### src/sv/lhc_pkg.sv
// Shared types, widths, codes and angle constants of the lookahead heading controller.
package lhc_pkg;

	localparam int COORD_W      = 32;
	localparam int CORDIC_STEPS = 16;
	localparam int Q_W          = 16;
	localparam int DIFF_W       = COORD_W + 1;
	localparam int MAG_W        = (DIFF_W > 33) ? DIFF_W : 33;
	localparam int DIST_W       = 32;
	localparam int MUL_W        = 33;
	localparam int PROD_W       = 2 * MUL_W;
	localparam int SQ_W         = 2 * DIST_W;
	localparam int CW           = 58;
	localparam int ANG_W        = 34;
	localparam int ERR_W        = 36;
	localparam int ACC_W        = 36;
	localparam int STEP_W       = 5;
	localparam int IN_FIELDS_W  = 2 * COORD_W + 4 * Q_W;
	localparam int IN_DATA_W    = ((IN_FIELDS_W + 7) / 8) * 8;
	localparam int OUT_DATA_W   = 32;
	localparam int CFG_W        = 32;

	localparam logic [DIST_W-1:0]     DIST_MAX    = '1;
	localparam logic signed [CW-1:0]  NORM_LIM    = CW'(64'h0010_0000_0000_0000);
	localparam logic signed [ANG_W-1:0] ANG_HALF_PI = ANG_W'(64'sd1686629713);
	localparam logic signed [ERR_W-1:0] ANG_PI      = ERR_W'(64'sd3373259426);
	localparam logic signed [ERR_W-1:0] ANG_TWO_PI  = ERR_W'(64'sd6746518852);

	typedef enum logic [1:0] {OP_FIRST, OP_NEXT, OP_ODOM, OP_EMPTY} op_t;
	typedef enum logic [1:0] {PS_NONE, PS_PATH, PS_EMPTY} path_t;
	typedef enum logic [1:0] {RES_DRIVING, RES_GOAL, RES_EMPTY} res_t;
	typedef enum logic [1:0] {REG_LOOKAHEAD, REG_GOAL_TOL, REG_SPEED, REG_GAIN} reg_t;

	typedef enum logic [1:0] {C_IDLE, C_NORM, C_ROT} cordic_st_t;

	typedef enum logic [3:0] {
		S_IDLE, S_DECODE, S_DIFF, S_SQX, S_SQY, S_SQRT, S_DIST, S_QMUL,
		S_YAWCHK, S_YAW, S_TGT, S_WRAP, S_MAG, S_GAIN, S_OUT
	} ctrl_st_t;

	// arctangent of 2^-i, Q30 radians
	function automatic logic signed [ANG_W-1:0] atan_entry(input logic [STEP_W-1:0] i);
		logic [31:0] v;
		begin
			case (i)
				5'd0:  v = 32'd843314857;
				5'd1:  v = 32'd497837829;
				5'd2:  v = 32'd263043836;
				5'd3:  v = 32'd133525158;
				5'd4:  v = 32'd67021686;
				5'd5:  v = 32'd33543515;
				5'd6:  v = 32'd16775850;
				5'd7:  v = 32'd8388437;
				5'd8:  v = 32'd4194282;
				5'd9:  v = 32'd2097149;
				5'd10: v = 32'd1048576;
				5'd11: v = 32'd524288;
				5'd12: v = 32'd262144;
				5'd13: v = 32'd131072;
				5'd14: v = 32'd65536;
				5'd15: v = 32'd32768;
				5'd16: v = 32'd16384;
				5'd17: v = 32'd8192;
				5'd18: v = 32'd4096;
				5'd19: v = 32'd2048;
				5'd20: v = 32'd1024;
				5'd21: v = 32'd512;
				5'd22: v = 32'd256;
				5'd23: v = 32'd128;
				default: v = 32'd0;
			endcase
			return signed'(ANG_W'(v));
		end
	endfunction

endpackage

### src/sv/lookahead_heading_controller.sv
// Lookahead heading controller top level: request sequencer, path state and result register.
//
// Path points (op 0 start, op 1 append) and odometry requests (op 2) enter on the s_axis
// side one at a time; op 3 marks an empty path. An odometry request against a known path
// returns one command on m_axis, a finished command waits in an output register while the
// next request is taken. A start-of-path or empty-path request needs only the decode step,
// an appended point at most two bit-serial squarings and a bit-serial square root, and an
// odometry request at most the same distance work, eight quaternion products and
// the heading gain on the shared one-bit-per-cycle multiplier, plus up to two CORDIC runs of up
// to 52 prescale shifts and 16 rotations each. Configuration writes are taken at any time.
module lookahead_heading_controller (
	input  logic                                clk,
	input  logic                                arst_n,
	input  logic                                s_axis_tvalid,
	output logic                                s_axis_tready,
	// pos_x, pos_y, quat_x, quat_y, quat_z, quat_w
	input  logic [lhc_pkg::IN_DATA_W-1:0]       s_axis_tdata,
	// op
	input  logic [1:0]                          s_axis_tuser,
	output logic                                m_axis_tvalid,
	input  logic                                m_axis_tready,
	// linear_cmd, angular_cmd
	output logic [lhc_pkg::OUT_DATA_W-1:0]      m_axis_tdata,
	// status
	output logic [1:0]                          m_axis_tuser,
	input  logic                                cfg_valid,
	output logic                                cfg_ready,
	input  logic [1:0]                          cfg_index,
	input  logic [lhc_pkg::CFG_W-1:0]           cfg_data
);
	import lhc_pkg::*;

	ctrl_st_t state_q, state_d;

	// configuration
	logic [31:0] lookahead_q, goal_tol_q;
	logic [15:0] speed_q;
	logic [14:0] gain_q;

	// path state
	path_t                      path_q;
	logic                       found_q;
	logic [DIST_W-1:0]          travelled_q;
	logic signed [COORD_W-1:0]  prev_x_q, prev_y_q, target_x_q, target_y_q;

	// request
	op_t                        op_q;
	logic signed [COORD_W-1:0]  px_q, py_q;
	logic signed [Q_W-1:0]      qx_q, qy_q, qz_q, qw_q;

	// working registers
	logic signed [DIFF_W-1:0]   dx_q, dy_q;
	logic [SQ_W-1:0]            sq_q;
	logic [DIST_W-1:0]          dist_q;
	logic [2:0]                 k_q;
	logic                       qsign_q;
	logic signed [ACC_W-1:0]    d_q, m_q, ny_q, nx_q;
	logic signed [ANG_W-1:0]    yaw_q;
	logic signed [ERR_W-1:0]    err_q;
	logic                       err_neg_q;
	res_t                       res_status_q;
	logic [15:0]                res_lin_q, res_ang_q;

	// output register
	logic                       out_valid_q;
	res_t                       out_status_q;
	logic [15:0]                out_lin_q, out_ang_q;

	// units
	logic                       mul_start, mul_done;
	logic [MUL_W-1:0]           mul_a, mul_b;
	logic [PROD_W-1:0]          mul_prod;
	logic                       sqrt_start, sqrt_done;
	logic [DIST_W-1:0]          sqrt_root;
	logic                       cor_start, cor_done;
	logic signed [CW-1:0]       cor_x, cor_y;
	logic signed [ANG_W-1:0]    cor_z;

	// combinational helpers
	logic [DIFF_W-1:0]          ax, ay;
	logic                       dist_ovf;
	logic [SQ_W:0]              sq_sum;
	logic [DIST_W:0]            trav_sum;
	logic [2:0]                 k_sel;
	logic signed [Q_W-1:0]      qa, qb;
	logic [Q_W:0]               qa_m, qb_m;
	logic signed [ACC_W-1:0]    pval;
	logic [ACC_W-1:0]           m_mag;
	logic                       yaw_zero;
	logic signed [ERR_W-1:0]    e1, e2;
	logic [ERR_W-1:0]           err_mag;
	logic [50:0]                rsum;
	logic [20:0]                r_raw;
	logic [15:0]                r_sat;
	logic                       accept, out_load;

	assign accept        = s_axis_tvalid && s_axis_tready;
	assign s_axis_tready = (state_q == S_IDLE);
	assign cfg_ready     = 1'b1;
	assign out_load      = (state_q == S_OUT) && (!out_valid_q || m_axis_tready);

	assign m_axis_tvalid = out_valid_q;
	assign m_axis_tuser  = out_status_q;
	assign m_axis_tdata  = {out_ang_q, out_lin_q};

	assign ax       = dx_q[DIFF_W-1] ? DIFF_W'(-dx_q) : DIFF_W'(dx_q);
	assign ay       = dy_q[DIFF_W-1] ? DIFF_W'(-dy_q) : DIFF_W'(dy_q);
	assign dist_ovf = (MAG_W'(ax) > MAG_W'(DIST_MAX)) || (MAG_W'(ay) > MAG_W'(DIST_MAX));
	assign sq_sum   = {1'b0, sq_q} + {1'b0, mul_prod[SQ_W-1:0]};
	assign trav_sum = {1'b0, travelled_q} + {1'b0, dist_q};

	// quaternion product pairs: xx yy zz ww xz wy xy wz
	assign k_sel = (state_q == S_DIST) ? 3'd0 : k_q + 3'd1;
	always_comb begin
		case (k_sel)
			3'd0: begin qa = qx_q; qb = qx_q; end
			3'd1: begin qa = qy_q; qb = qy_q; end
			3'd2: begin qa = qz_q; qb = qz_q; end
			3'd3: begin qa = qw_q; qb = qw_q; end
			3'd4: begin qa = qx_q; qb = qz_q; end
			3'd5: begin qa = qw_q; qb = qy_q; end
			3'd6: begin qa = qx_q; qb = qy_q; end
			default: begin qa = qw_q; qb = qz_q; end
		endcase
	end
	assign qa_m = qa[Q_W-1] ? (Q_W + 1)'(-{qa[Q_W-1], qa}) : {1'b0, qa};
	assign qb_m = qb[Q_W-1] ? (Q_W + 1)'(-{qb[Q_W-1], qb}) : {1'b0, qb};
	assign pval = qsign_q ? -signed'(ACC_W'(mul_prod[2*Q_W+1:0]))
	                      : signed'(ACC_W'(mul_prod[2*Q_W+1:0]));

	assign m_mag    = m_q[ACC_W-1] ? ACC_W'(-m_q) : ACC_W'(m_q);
	assign yaw_zero = (d_q == '0) || ({m_mag, 1'b0} >= {1'b0, d_q});

	assign e1      = (err_q > ANG_PI) ? err_q - ANG_TWO_PI : err_q;
	assign e2      = (e1 < -ANG_PI) ? e1 + ANG_TWO_PI : e1;
	assign err_mag = err_q[ERR_W-1] ? ERR_W'(-err_q) : ERR_W'(err_q);

	// round half away from zero on the magnitude, then saturate
	assign rsum  = {1'b0, mul_prod[49:0]} + 51'(64'd1 << 29);
	assign r_raw = rsum[50:30];
	assign r_sat = (r_raw > 21'd32767) ? 16'd32767 : {1'b0, r_raw[14:0]};

	lhc_mul u_mul (
		.clk    (clk),
		.arst_n (arst_n),
		.start  (mul_start),
		.a      (mul_a),
		.b      (mul_b),
		.done   (mul_done),
		.prod   (mul_prod)
	);

	lhc_sqrt u_sqrt (
		.clk    (clk),
		.arst_n (arst_n),
		.start  (sqrt_start),
		.rad    (sq_sum[SQ_W-1:0]),
		.done   (sqrt_done),
		.root   (sqrt_root)
	);

	lhc_cordic u_cordic (
		.clk    (clk),
		.arst_n (arst_n),
		.start  (cor_start),
		.x_in   (cor_x),
		.y_in   (cor_y),
		.done   (cor_done),
		.z_out  (cor_z)
	);

	always_ff @(posedge clk or negedge arst_n) begin
		if (!arst_n) begin
			state_q <= S_IDLE;
		end else begin
			state_q <= state_d;
		end
	end

	always_comb begin
		state_d    = state_q;
		mul_start  = 1'b0;
		mul_a      = '0;
		mul_b      = '0;
		sqrt_start = 1'b0;
		cor_start  = 1'b0;
		cor_x      = '0;
		cor_y      = '0;
		unique case (state_q)
			S_IDLE: begin
				if (s_axis_tvalid) state_d = S_DECODE;
			end
			S_DECODE: begin
				unique case (op_q)
					OP_NEXT: state_d = (path_q == PS_PATH) ? S_DIFF : S_IDLE;
					OP_ODOM: begin
						if (path_q == PS_NONE) state_d = S_IDLE;
						else if (path_q == PS_EMPTY) state_d = S_OUT;
						else state_d = S_DIFF;
					end
					default: state_d = S_IDLE;
				endcase
			end
			S_DIFF: begin
				if (dist_ovf) begin
					state_d = S_DIST;
				end else begin
					mul_start = 1'b1;
					mul_a     = MUL_W'(ax);
					mul_b     = MUL_W'(ax);
					state_d   = S_SQX;
				end
			end
			S_SQX: begin
				if (mul_done) begin
					mul_start = 1'b1;
					mul_a     = MUL_W'(ay);
					mul_b     = MUL_W'(ay);
					state_d   = S_SQY;
				end
			end
			S_SQY: begin
				if (mul_done) begin
					if (sq_sum[SQ_W]) begin
						state_d = S_DIST;
					end else begin
						sqrt_start = 1'b1;
						state_d    = S_SQRT;
					end
				end
			end
			S_SQRT: begin
				if (sqrt_done) state_d = S_DIST;
			end
			S_DIST: begin
				if (op_q == OP_NEXT) begin
					state_d = S_IDLE;
				end else if (dist_q < goal_tol_q) begin
					state_d = S_OUT;
				end else begin
					mul_start = 1'b1;
					mul_a     = MUL_W'(qa_m);
					mul_b     = MUL_W'(qb_m);
					state_d   = S_QMUL;
				end
			end
			S_QMUL: begin
				if (mul_done) begin
					if (k_q == 3'd7) begin
						state_d = S_YAWCHK;
					end else begin
						mul_start = 1'b1;
						mul_a     = MUL_W'(qa_m);
						mul_b     = MUL_W'(qb_m);
					end
				end
			end
			S_YAWCHK: begin
				cor_start = 1'b1;
				if (yaw_zero) begin
					cor_x   = CW'(dx_q);
					cor_y   = CW'(dy_q);
					state_d = S_TGT;
				end else begin
					cor_x   = CW'(nx_q);
					cor_y   = CW'(ny_q) <<< 1;
					state_d = S_YAW;
				end
			end
			S_YAW: begin
				if (cor_done) begin
					cor_start = 1'b1;
					cor_x     = CW'(dx_q);
					cor_y     = CW'(dy_q);
					state_d   = S_TGT;
				end
			end
			S_TGT: begin
				if (cor_done) state_d = S_WRAP;
			end
			S_WRAP: begin
				state_d = S_MAG;
			end
			S_MAG: begin
				mul_start = 1'b1;
				mul_a     = MUL_W'(err_mag);
				mul_b     = MUL_W'(gain_q);
				state_d   = S_GAIN;
			end
			S_GAIN: begin
				if (mul_done) state_d = S_OUT;
			end
			S_OUT: begin
				if (!out_valid_q || m_axis_tready) state_d = S_IDLE;
			end
			default: state_d = S_IDLE;
		endcase
	end

	// configuration, path state and output handshake
	always_ff @(posedge clk or negedge arst_n) begin
		if (!arst_n) begin
			lookahead_q <= 32'd65536;
			goal_tol_q  <= 32'd6554;
			speed_q     <= 16'd128;
			gain_q      <= 15'd5734;
			path_q      <= PS_NONE;
			found_q     <= 1'b0;
			travelled_q <= '0;
			prev_x_q    <= '0;
			prev_y_q    <= '0;
			target_x_q  <= '0;
			target_y_q  <= '0;
			out_valid_q <= 1'b0;
		end else begin
			if (cfg_valid) begin
				unique case (reg_t'(cfg_index))
					REG_LOOKAHEAD: lookahead_q <= cfg_data[31:0];
					REG_GOAL_TOL:  goal_tol_q  <= cfg_data[31:0];
					REG_SPEED:     speed_q     <= cfg_data[15:0];
					REG_GAIN:      gain_q      <= cfg_data[14:0];
					default:       lookahead_q <= lookahead_q;
				endcase
			end

			if (state_q == S_DECODE) begin
				case (op_q)
					OP_FIRST: begin
						prev_x_q    <= px_q;
						prev_y_q    <= py_q;
						target_x_q  <= px_q;
						target_y_q  <= py_q;
						travelled_q <= '0;
						found_q     <= 1'b0;
						path_q      <= PS_PATH;
					end
					OP_EMPTY: begin
						path_q      <= PS_EMPTY;
						found_q     <= 1'b0;
						travelled_q <= '0;
					end
					default: begin
						path_q <= path_q;
					end
				endcase
			end

			if ((state_q == S_DIST) && (op_q == OP_NEXT)) begin
				travelled_q <= trav_sum[DIST_W] ? DIST_MAX : trav_sum[DIST_W-1:0];
				// freeze the target once the lookahead distance is reached
				if (!found_q) begin
					target_x_q <= px_q;
					target_y_q <= py_q;
					if (trav_sum >= {1'b0, lookahead_q}) found_q <= 1'b1;
				end
				prev_x_q <= px_q;
				prev_y_q <= py_q;
			end

			if (out_load) out_valid_q <= 1'b1;
			else if (m_axis_tready) out_valid_q <= 1'b0;
		end
	end

	// request and working registers
	always_ff @(posedge clk) begin
		if (accept) begin
			op_q <= op_t'(s_axis_tuser);
			px_q <= s_axis_tdata[COORD_W-1:0];
			py_q <= s_axis_tdata[2*COORD_W-1:COORD_W];
			qx_q <= s_axis_tdata[2*COORD_W+Q_W-1:2*COORD_W];
			qy_q <= s_axis_tdata[2*COORD_W+2*Q_W-1:2*COORD_W+Q_W];
			qz_q <= s_axis_tdata[2*COORD_W+3*Q_W-1:2*COORD_W+2*Q_W];
			qw_q <= s_axis_tdata[2*COORD_W+4*Q_W-1:2*COORD_W+3*Q_W];
		end

		if (state_q == S_DECODE) begin
			if (op_q == OP_NEXT) begin
				dx_q <= DIFF_W'(px_q) - DIFF_W'(prev_x_q);
				dy_q <= DIFF_W'(py_q) - DIFF_W'(prev_y_q);
			end else begin
				dx_q <= DIFF_W'(target_x_q) - DIFF_W'(px_q);
				dy_q <= DIFF_W'(target_y_q) - DIFF_W'(py_q);
			end
			res_status_q <= RES_EMPTY;
			res_lin_q    <= '0;
			res_ang_q    <= '0;
		end

		if ((state_q == S_DIFF) && dist_ovf) dist_q <= DIST_MAX;
		if ((state_q == S_SQX) && mul_done) sq_q <= mul_prod[SQ_W-1:0];
		if ((state_q == S_SQY) && mul_done && sq_sum[SQ_W]) dist_q <= DIST_MAX;
		if ((state_q == S_SQRT) && sqrt_done) dist_q <= sqrt_root;

		if (state_q == S_DIST) begin
			k_q          <= '0;
			d_q          <= '0;
			m_q          <= '0;
			ny_q         <= '0;
			nx_q         <= '0;
			res_status_q <= RES_GOAL;
		end

		if (mul_start && ((state_q == S_DIST) || (state_q == S_QMUL))) begin
			qsign_q <= qa[Q_W-1] ^ qb[Q_W-1];
		end

		if ((state_q == S_QMUL) && mul_done) begin
			k_q <= k_q + 3'd1;
			case (k_q) inside
				3'd0, 3'd3: begin
					d_q  <= d_q + pval;
					nx_q <= nx_q + pval;
				end
				3'd1, 3'd2: begin
					d_q  <= d_q + pval;
					nx_q <= nx_q - pval;
				end
				3'd4: m_q <= m_q + pval;
				3'd5: m_q <= m_q - pval;
				default: ny_q <= ny_q + pval;
			endcase
		end

		if ((state_q == S_YAWCHK) && yaw_zero) yaw_q <= '0;
		if ((state_q == S_YAW) && cor_done) yaw_q <= cor_z;
		if ((state_q == S_TGT) && cor_done) err_q <= ERR_W'(cor_z) - ERR_W'(yaw_q);
		if (state_q == S_WRAP) err_q <= e2;
		if (state_q == S_MAG) err_neg_q <= err_q[ERR_W-1];

		if ((state_q == S_GAIN) && mul_done) begin
			res_status_q <= RES_DRIVING;
			res_lin_q    <= speed_q;
			res_ang_q    <= err_neg_q ? 16'(-r_sat) : r_sat;
		end

		if (out_load) begin
			out_status_q <= res_status_q;
			out_lin_q    <= res_lin_q;
			out_ang_q    <= res_ang_q;
		end
	end

endmodule

### src/sv/lhc_mul.sv
// Bit-serial unsigned shift-add multiplier, one multiplier bit per cycle.
module lhc_mul (
	input  logic                       clk,
	input  logic                       arst_n,
	input  logic                       start,
	input  logic [lhc_pkg::MUL_W-1:0]  a,
	input  logic [lhc_pkg::MUL_W-1:0]  b,
	output logic                       done,
	output logic [lhc_pkg::PROD_W-1:0] prod
);
	import lhc_pkg::*;

	localparam int CNT_W = $clog2(MUL_W + 1);

	logic [MUL_W-1:0]  a_q;
	logic [PROD_W-1:0] p_q;
	logic [CNT_W-1:0]  cnt_q;
	logic              busy_q;
	logic              done_q;
	logic [MUL_W:0]    hi;

	assign hi   = {1'b0, p_q[PROD_W-1:MUL_W]} + (p_q[0] ? {1'b0, a_q} : '0);
	assign done = done_q;
	assign prod = p_q;

	always_ff @(posedge clk or negedge arst_n) begin
		if (!arst_n) begin
			busy_q <= 1'b0;
			done_q <= 1'b0;
			cnt_q  <= '0;
		end else begin
			done_q <= 1'b0;
			if (start) begin
				busy_q <= 1'b1;
				cnt_q  <= '0;
			end else if (busy_q) begin
				cnt_q <= cnt_q + 1'b1;
				if (cnt_q == CNT_W'(MUL_W - 1)) begin
					busy_q <= 1'b0;
					done_q <= 1'b1;
				end
			end
		end
	end

	// shift the product right, add the multiplicand into the top half
	always_ff @(posedge clk) begin
		if (start) begin
			a_q <= a;
			p_q <= {{MUL_W{1'b0}}, b};
		end else if (busy_q) begin
			p_q <= {hi, p_q[MUL_W-1:1]};
		end
	end

endmodule

### src/sv/lhc_sqrt.sv
// Restoring integer square root, one result bit (two radicand bits) per cycle.
module lhc_sqrt (
	input  logic                       clk,
	input  logic                       arst_n,
	input  logic                       start,
	input  logic [lhc_pkg::SQ_W-1:0]   rad,
	output logic                       done,
	output logic [lhc_pkg::DIST_W-1:0] root
);
	import lhc_pkg::*;

	localparam int CNT_W = $clog2(DIST_W);
	localparam int REM_W = DIST_W + 2;

	logic [SQ_W-1:0]   rad_q;
	logic [REM_W-1:0]  rem_q;
	logic [DIST_W-1:0] root_q;
	logic [CNT_W-1:0]  cnt_q;
	logic              busy_q;
	logic              done_q;
	logic [REM_W+1:0]  rem2;
	logic [REM_W+1:0]  trial;

	assign rem2  = {rem_q, rad_q[SQ_W-1:SQ_W-2]};
	assign trial = (REM_W + 2)'({root_q, 2'b01});
	assign done  = done_q;
	assign root  = root_q;

	always_ff @(posedge clk or negedge arst_n) begin
		if (!arst_n) begin
			busy_q <= 1'b0;
			done_q <= 1'b0;
			cnt_q  <= '0;
		end else begin
			done_q <= 1'b0;
			if (start) begin
				busy_q <= 1'b1;
				cnt_q  <= '0;
			end else if (busy_q) begin
				cnt_q <= cnt_q + 1'b1;
				if (cnt_q == CNT_W'(DIST_W - 1)) begin
					busy_q <= 1'b0;
					done_q <= 1'b1;
				end
			end
		end
	end

	always_ff @(posedge clk) begin
		if (start) begin
			rad_q  <= rad;
			rem_q  <= '0;
			root_q <= '0;
		end else if (busy_q) begin
			rad_q <= {rad_q[SQ_W-3:0], 2'b00};
			if (rem2 >= trial) begin
				rem_q  <= REM_W'(rem2 - trial);
				root_q <= {root_q[DIST_W-2:0], 1'b1};
			end else begin
				rem_q  <= REM_W'(rem2);
				root_q <= {root_q[DIST_W-2:0], 1'b0};
			end
		end
	end

endmodule

### src/sv/lhc_cordic.sv
// CORDIC vectoring unit: quadrant fold, one-bit-per-cycle prescale, then rotations.
module lhc_cordic (
	input  logic                             clk,
	input  logic                             arst_n,
	input  logic                             start,
	input  logic signed [lhc_pkg::CW-1:0]    x_in,
	input  logic signed [lhc_pkg::CW-1:0]    y_in,
	output logic                             done,
	output logic signed [lhc_pkg::ANG_W-1:0] z_out
);
	import lhc_pkg::*;

	cordic_st_t              state_q, state_d;
	logic signed [CW-1:0]    x_q, y_q;
	logic signed [ANG_W-1:0] z_q;
	logic [STEP_W-1:0]       i_q;
	logic                    done_q;
	logic                    in_zero;
	logic                    below_lim;
	logic                    last;

	assign in_zero   = (x_in == '0) && (y_in == '0);
	assign below_lim = (x_q < NORM_LIM) && (x_q > -NORM_LIM) &&
	                   (y_q < NORM_LIM) && (y_q > -NORM_LIM);
	assign last      = (i_q == STEP_W'(CORDIC_STEPS - 1));
	assign done      = done_q;
	assign z_out     = z_q;

	always_ff @(posedge clk or negedge arst_n) begin
		if (!arst_n) begin
			state_q <= C_IDLE;
			done_q  <= 1'b0;
		end else begin
			state_q <= state_d;
			done_q  <= ((state_q == C_IDLE) && start && in_zero) ||
			           ((state_q == C_ROT) && last);
		end
	end

	always_comb begin
		state_d = state_q;
		unique case (state_q)
			C_IDLE: if (start && !in_zero) state_d = C_NORM;
			C_NORM: if (!below_lim) state_d = C_ROT;
			C_ROT:  if (last) state_d = C_IDLE;
			default: state_d = C_IDLE;
		endcase
	end

	always_ff @(posedge clk) begin
		unique case (state_q)
			C_IDLE: begin
				if (start) begin
					if (in_zero) begin
						z_q <= '0;
					end else if (x_in[CW-1]) begin
						// fold the left half plane by a quarter turn
						if (!y_in[CW-1]) begin
							x_q <= y_in;
							y_q <= -x_in;
							z_q <= ANG_HALF_PI;
						end else begin
							x_q <= -y_in;
							y_q <= x_in;
							z_q <= -ANG_HALF_PI;
						end
					end else begin
						x_q <= x_in;
						y_q <= y_in;
						z_q <= '0;
					end
				end
			end
			C_NORM: begin
				if (below_lim) begin
					x_q <= x_q <<< 1;
					y_q <= y_q <<< 1;
				end else begin
					i_q <= '0;
				end
			end
			C_ROT: begin
				if (!y_q[CW-1]) begin
					x_q <= x_q + (y_q >>> i_q);
					y_q <= y_q - (x_q >>> i_q);
					z_q <= z_q + atan_entry(i_q);
				end else begin
					x_q <= x_q - (y_q >>> i_q);
					y_q <= y_q + (x_q >>> i_q);
					z_q <= z_q - atan_entry(i_q);
				end
				i_q <= i_q + 1'b1;
			end
			default: begin
				i_q <= '0;
			end
		endcase
	end

endmodule
### config.mk
export PLATFORM = sky130hd
export DESIGN_NAME = lookahead_heading_controller
export DESIGN_NICKNAME = d
export VERILOG_FILES = /design/src/sv/lhc_pkg.sv /design/src/sv/lookahead_heading_controller.sv /design/src/sv/lhc_mul.sv /design/src/sv/lhc_sqrt.sv /design/src/sv/lhc_cordic.sv
export SDC_FILE = /design/constraint.sdc
export NUM_CORES = 2
export LEC_CHECK = 0
export BUFFER_PORTS_ARGS = -buffer_cell sky130_fd_sc_hd__buf_2
export CELL_PAD_IN_SITES_DETAIL_PLACEMENT = 1
export CELL_PAD_IN_SITES_GLOBAL_PLACEMENT = 2
export CORE_MARGIN = 2
export CORE_UTILIZATION = 30
export CTS_CLUSTER_DIAMETER = 60
export DETAILED_ROUTE_END_ITERATION = 8
export PLACE_DENSITY_LB_ADDON = 0.2
export SLEW_MARGIN = 5
export SYNTH_ARGS = -nofsm -noshare
export SYNTH_HDL_FRONTEND = slang
export SYNTH_HIERARCHICAL = 1
export SYNTH_SLANG_ARGS = --single-unit
### constraint.sdc
create_clock -name clk -period 28 [get_ports clk]
set_clock_uncertainty 0.05 [all_clocks]
set_input_delay 5.6 -clock clk [delete_from_list [all_inputs] [get_ports clk]]
set_output_delay 5.6 -clock clk [all_outputs]
set_load 0.01 [all_outputs]
==> flow_metrics.py <==
metrics = {
    "route": {
        "met2WireLength_um": 217000,
        "wl_met3_um": 29900,
        "routed.top_layer": "met5",
        "drc": 0,
        "firstDrtPassIters": 6,
        "drt.antenna.violating_nets": 0,
        "wl_per_cell_um": 27.2,
        "drtIter0Drc": 8294,
        "viasPerCell": 5.76,
        "wl_um": 487000,
        "wl_met1_um": 222000,
        "vias": 103130,
    },
    "finish": {
        "final_cells": 17918,
        "areaGrowthSynthToFinish_pct": 11.7,
        "final_nets": 13813,
        "postLayoutCoreUtil": 0.337,
        "drive_gt1_frac": 0.108,
    },
    "clocking": {
        "root_buffer": "clkbuf_16",
        "cts_buffer_depth": 4,
        "cts_sinks": 1274,
        "hold_buffers": 0,
        "cts_max_level": 4,
        "cts_buffers": 201,
        "post_cts_resized": 0,
        "post-cts-setup-buffers": 0,
        "cts_tree": "done",
        "clk_latency_ns": 0.95,
        "clk_pin_slew_ns": 0.06,
    },
    "logic_synthesis": {
        "synth_top_area_frac": 0.193,
        "synth_area_sq_mm": 0.111,
        "yosys.cell_types.count": 144,
        "synth_area_leaders": "edfxtp_1, ha_1, dfrtp_1, dfxtp_1, a21oi_1",
        "synth_most_common_cell": "a21oi_1",
        "ys_seq_area_frac": 0.306,
        "yosysWarnings": 6,
        "ys_async_sr_fraction": 0.221,
        "synthesis.nets": 13869,
        "syn_area_per_cell_sq_um": 8.68,
        "synth_edf_count": 718,
        "yosysTopAreaCell": "edfxtp_1",
        "synth-main-ff-cell": "edfxtp_1",
        "postSynthCellCount": 12843,
        "synth_common_cells": "a21oi_1, nand2_1, nor2_1",
        "yosys_register_bits": 1274,
    },
    "hold_path": {
        "hold_path_depth": 0,
        "hold_class": "reg -> reg",
    },
    "critical_path": {
        "reg2reg_slack_ns": 15.93,
        "critical_path_class": "reg -> reg",
        "crit_end": "u_cordic/x_q[16]",
        "cp_max_fo": 81,
        "critPathMaxStageDelay_ns": 0.62,
        "arrival_ns": 12.48,
        "startpoint": "m_q[1]",
        "setup.worst_path.end_class": "register",
        "crit_path_top_delay_cell": "or4_1",
        "critPathLaunchType": "register",
        "cp_data_required_time_ns": 28.41,
        "r2r-start": "m_q[1]",
        "r2r_end": "u_cordic/x_q[16]",
        "r2r_cells": 32,
    },
    "global_routing": {
        "grt_overflow": 0,
        "grt_use_total": 0.251,
        "grt_max_degree": 121,
        "grt_pass1_wl_um": 716000,
        "antenna_found_initial": 54,
        "grt_pass1_vias": 105003,
    },
    "floorplanning": {
        "core_area_sq_mm": 0.369,
        "ios": 206,
        "die_w_um": 614,
        "die_area_sq_mm": 0.376,
        "die_y_um": 614,
        "start_util": 0.302,
        "rows": 223,
    },
    "timing": {
        "fin_tns_setup_ns": 0,
        "fmax_mhz": 82.9,
        "slew_viol_final": 0,
        "fin_crit_ns": 12.07,
        "hold_viol_final": 0,
        "fin_crit_sh": 0.431,
        "rsz0062_at_grt": "no",
        "setup_viol_count_final": 0,
        "slew_headroom": 0.0711,
        "worst_pin_slew_ns": 1.38,
    },
    "placement": {
        "gp_congestion": 0.921,
        "place_inst": 17534,
        "post-dp-hpwl_um": 374000,
        "port_buffers": 204,
    },
    "outcome": {
        "outcome": "finished clean",
    },
    "power_and_ir_drop": {
        "vdd_drop_max_v": 0.0000706,
        "leakage_nw": 49.8,
        "power_density_mw_per_mm2": 140,
    },
    "run": {
        "maxCapViolations": 0,
    },
}
## routing by layer
metal | up-vias | GRT usage
met5 | - | 0
met2 | 2883 | 0.399
met3 | 736 | 0.0397
met4 | 26 | 0.0838
met1 | 51950 | 0.346
li1 | 47535 | -
## layout make-up
type | instances | area [sq um]
Antenna cell | 12 | 30.0
Clock buffer | 251 | 5460
Clock inverter | 121 | 1370
Fill cell | 43067 | 245000
Inverter | 636 | 2390
Multi-Input combinational cell | 10265 | 72400
Sequential cell | 1274 | 34100
Tap cell | 4950 | 6190
Timing Repair Buffer | 409 | 2620
## how the worst min path moves through the flow
stage          slack, ns          start             to
3_5_place_dp        0.36   res_lin_q[9]   out_lin_q[9]
4_1_cts             0.37  res_lin_q[14]  out_lin_q[14]
2_1_floorplan       0.35   res_ang_q[0]   out_ang_q[0]
3_3_place_gp        0.36  res_lin_q[15]  out_lin_q[15]
6_report            0.37   res_lin_q[0]   out_lin_q[0]
5_1_grt             0.37  res_lin_q[14]  out_lin_q[14]
## state kept, by name (all words and copies together) (netlist names), 33 cells and up, named ones only
signal / count
m_q: 36
u_sqrt/rad_q: 64
nx_q: 36
u_mul/a_q: 33
sq_q: 64
u_mul/prod: 66
dx_q: 33
d_q: 36
dy_q: 33
ny_q: 36
err_q: 36
u_cordic/y_q: 58
u_cordic/x_q: 58
u_sqrt/rem_q: 34
yaw_q: 34
u_cordic/z_out: 34
## through the flow
stage	power [mW]	setup WS [ns]	hold slack, ns	cell area (sq um)
2_1_floorplan	10.6	10.14	0.350	111000
3_3_place_gp	14.4	15.93	0.355	118000
3_5_place_dp	14.5	15.94	0.357	118000
4_1_cts	17.3	15.88	0.373	125000
5_1_grt	18.5	15.29	0.371	125000
6_report	17.4	15.93	0.372	125000
## critical path: cells and delay by family, from the launching register on
family          cells  cell delay (ns)
fa+ha+maj           1             0.27
flops               1             0.41
xor+xnor            1             0.16
simple gates       15             6.08
buf+inv             4             1.45
compound gates     11             3.00
## cells in the final DEF, fill, tap and decap left out, types with 94 or more instances in the layout
cell type	instances
o21a_1	110
a21oi_1	1081
nand2b_1	149
o31ai_1	116
nor2b_1	132
buf_2	203
xor2_1	356
a21o_1	339
a22o_1	94
buf_4	201
inv_1	621
ha_1	836
nor2_1	995
or3_1	118
a31oi_1	165
clkbuf_16	205
nand3_1	303
nor3_1	261
o21bai_1	111
nand4_1	125
o21ai_0	952
xnor2_1	573
nand2_1	1067
dfxtp_1	275
mux4_2	133
nor4_1	111
a211oi_1	149
and2_1	165
mux2i_1	221
mux2_2	242
and3_1	99
edfxtp_1	718
dfrtp_1	264
## power by group
| group | total [mW] | switching, mW | leakage [nW] | internal, mW |
|---|---|---|---|---|
| clock | 2.61 | 1.03 | 3.32 | 1.59 |
| combinational | 11.2 | 7.18 | 34.1 | 4.07 |
| sequential | 3.54 | 0.907 | 12.5 | 2.63 |
| total | 17.4 | 9.11 | 49.8 | 8.29 |
## logic make-up after synthesis
| family | after synthesis | synth area share |
|---|---|---|
| compound gates | 4013 | 0.233 |
| xor+xnor | 947 | 0.0745 |
| fa+ha+maj | 857 | 0.0974 |
| buf+inv | 1304 | 0.0480 |
| flops | 1274 | 0.306 |
| mux | 609 | 0.0738 |
| other cells | 1 | 0.0000336 |
| simple gates | 3838 | 0.167 |
Note: power is estimated with default switching activity, not from simulation.
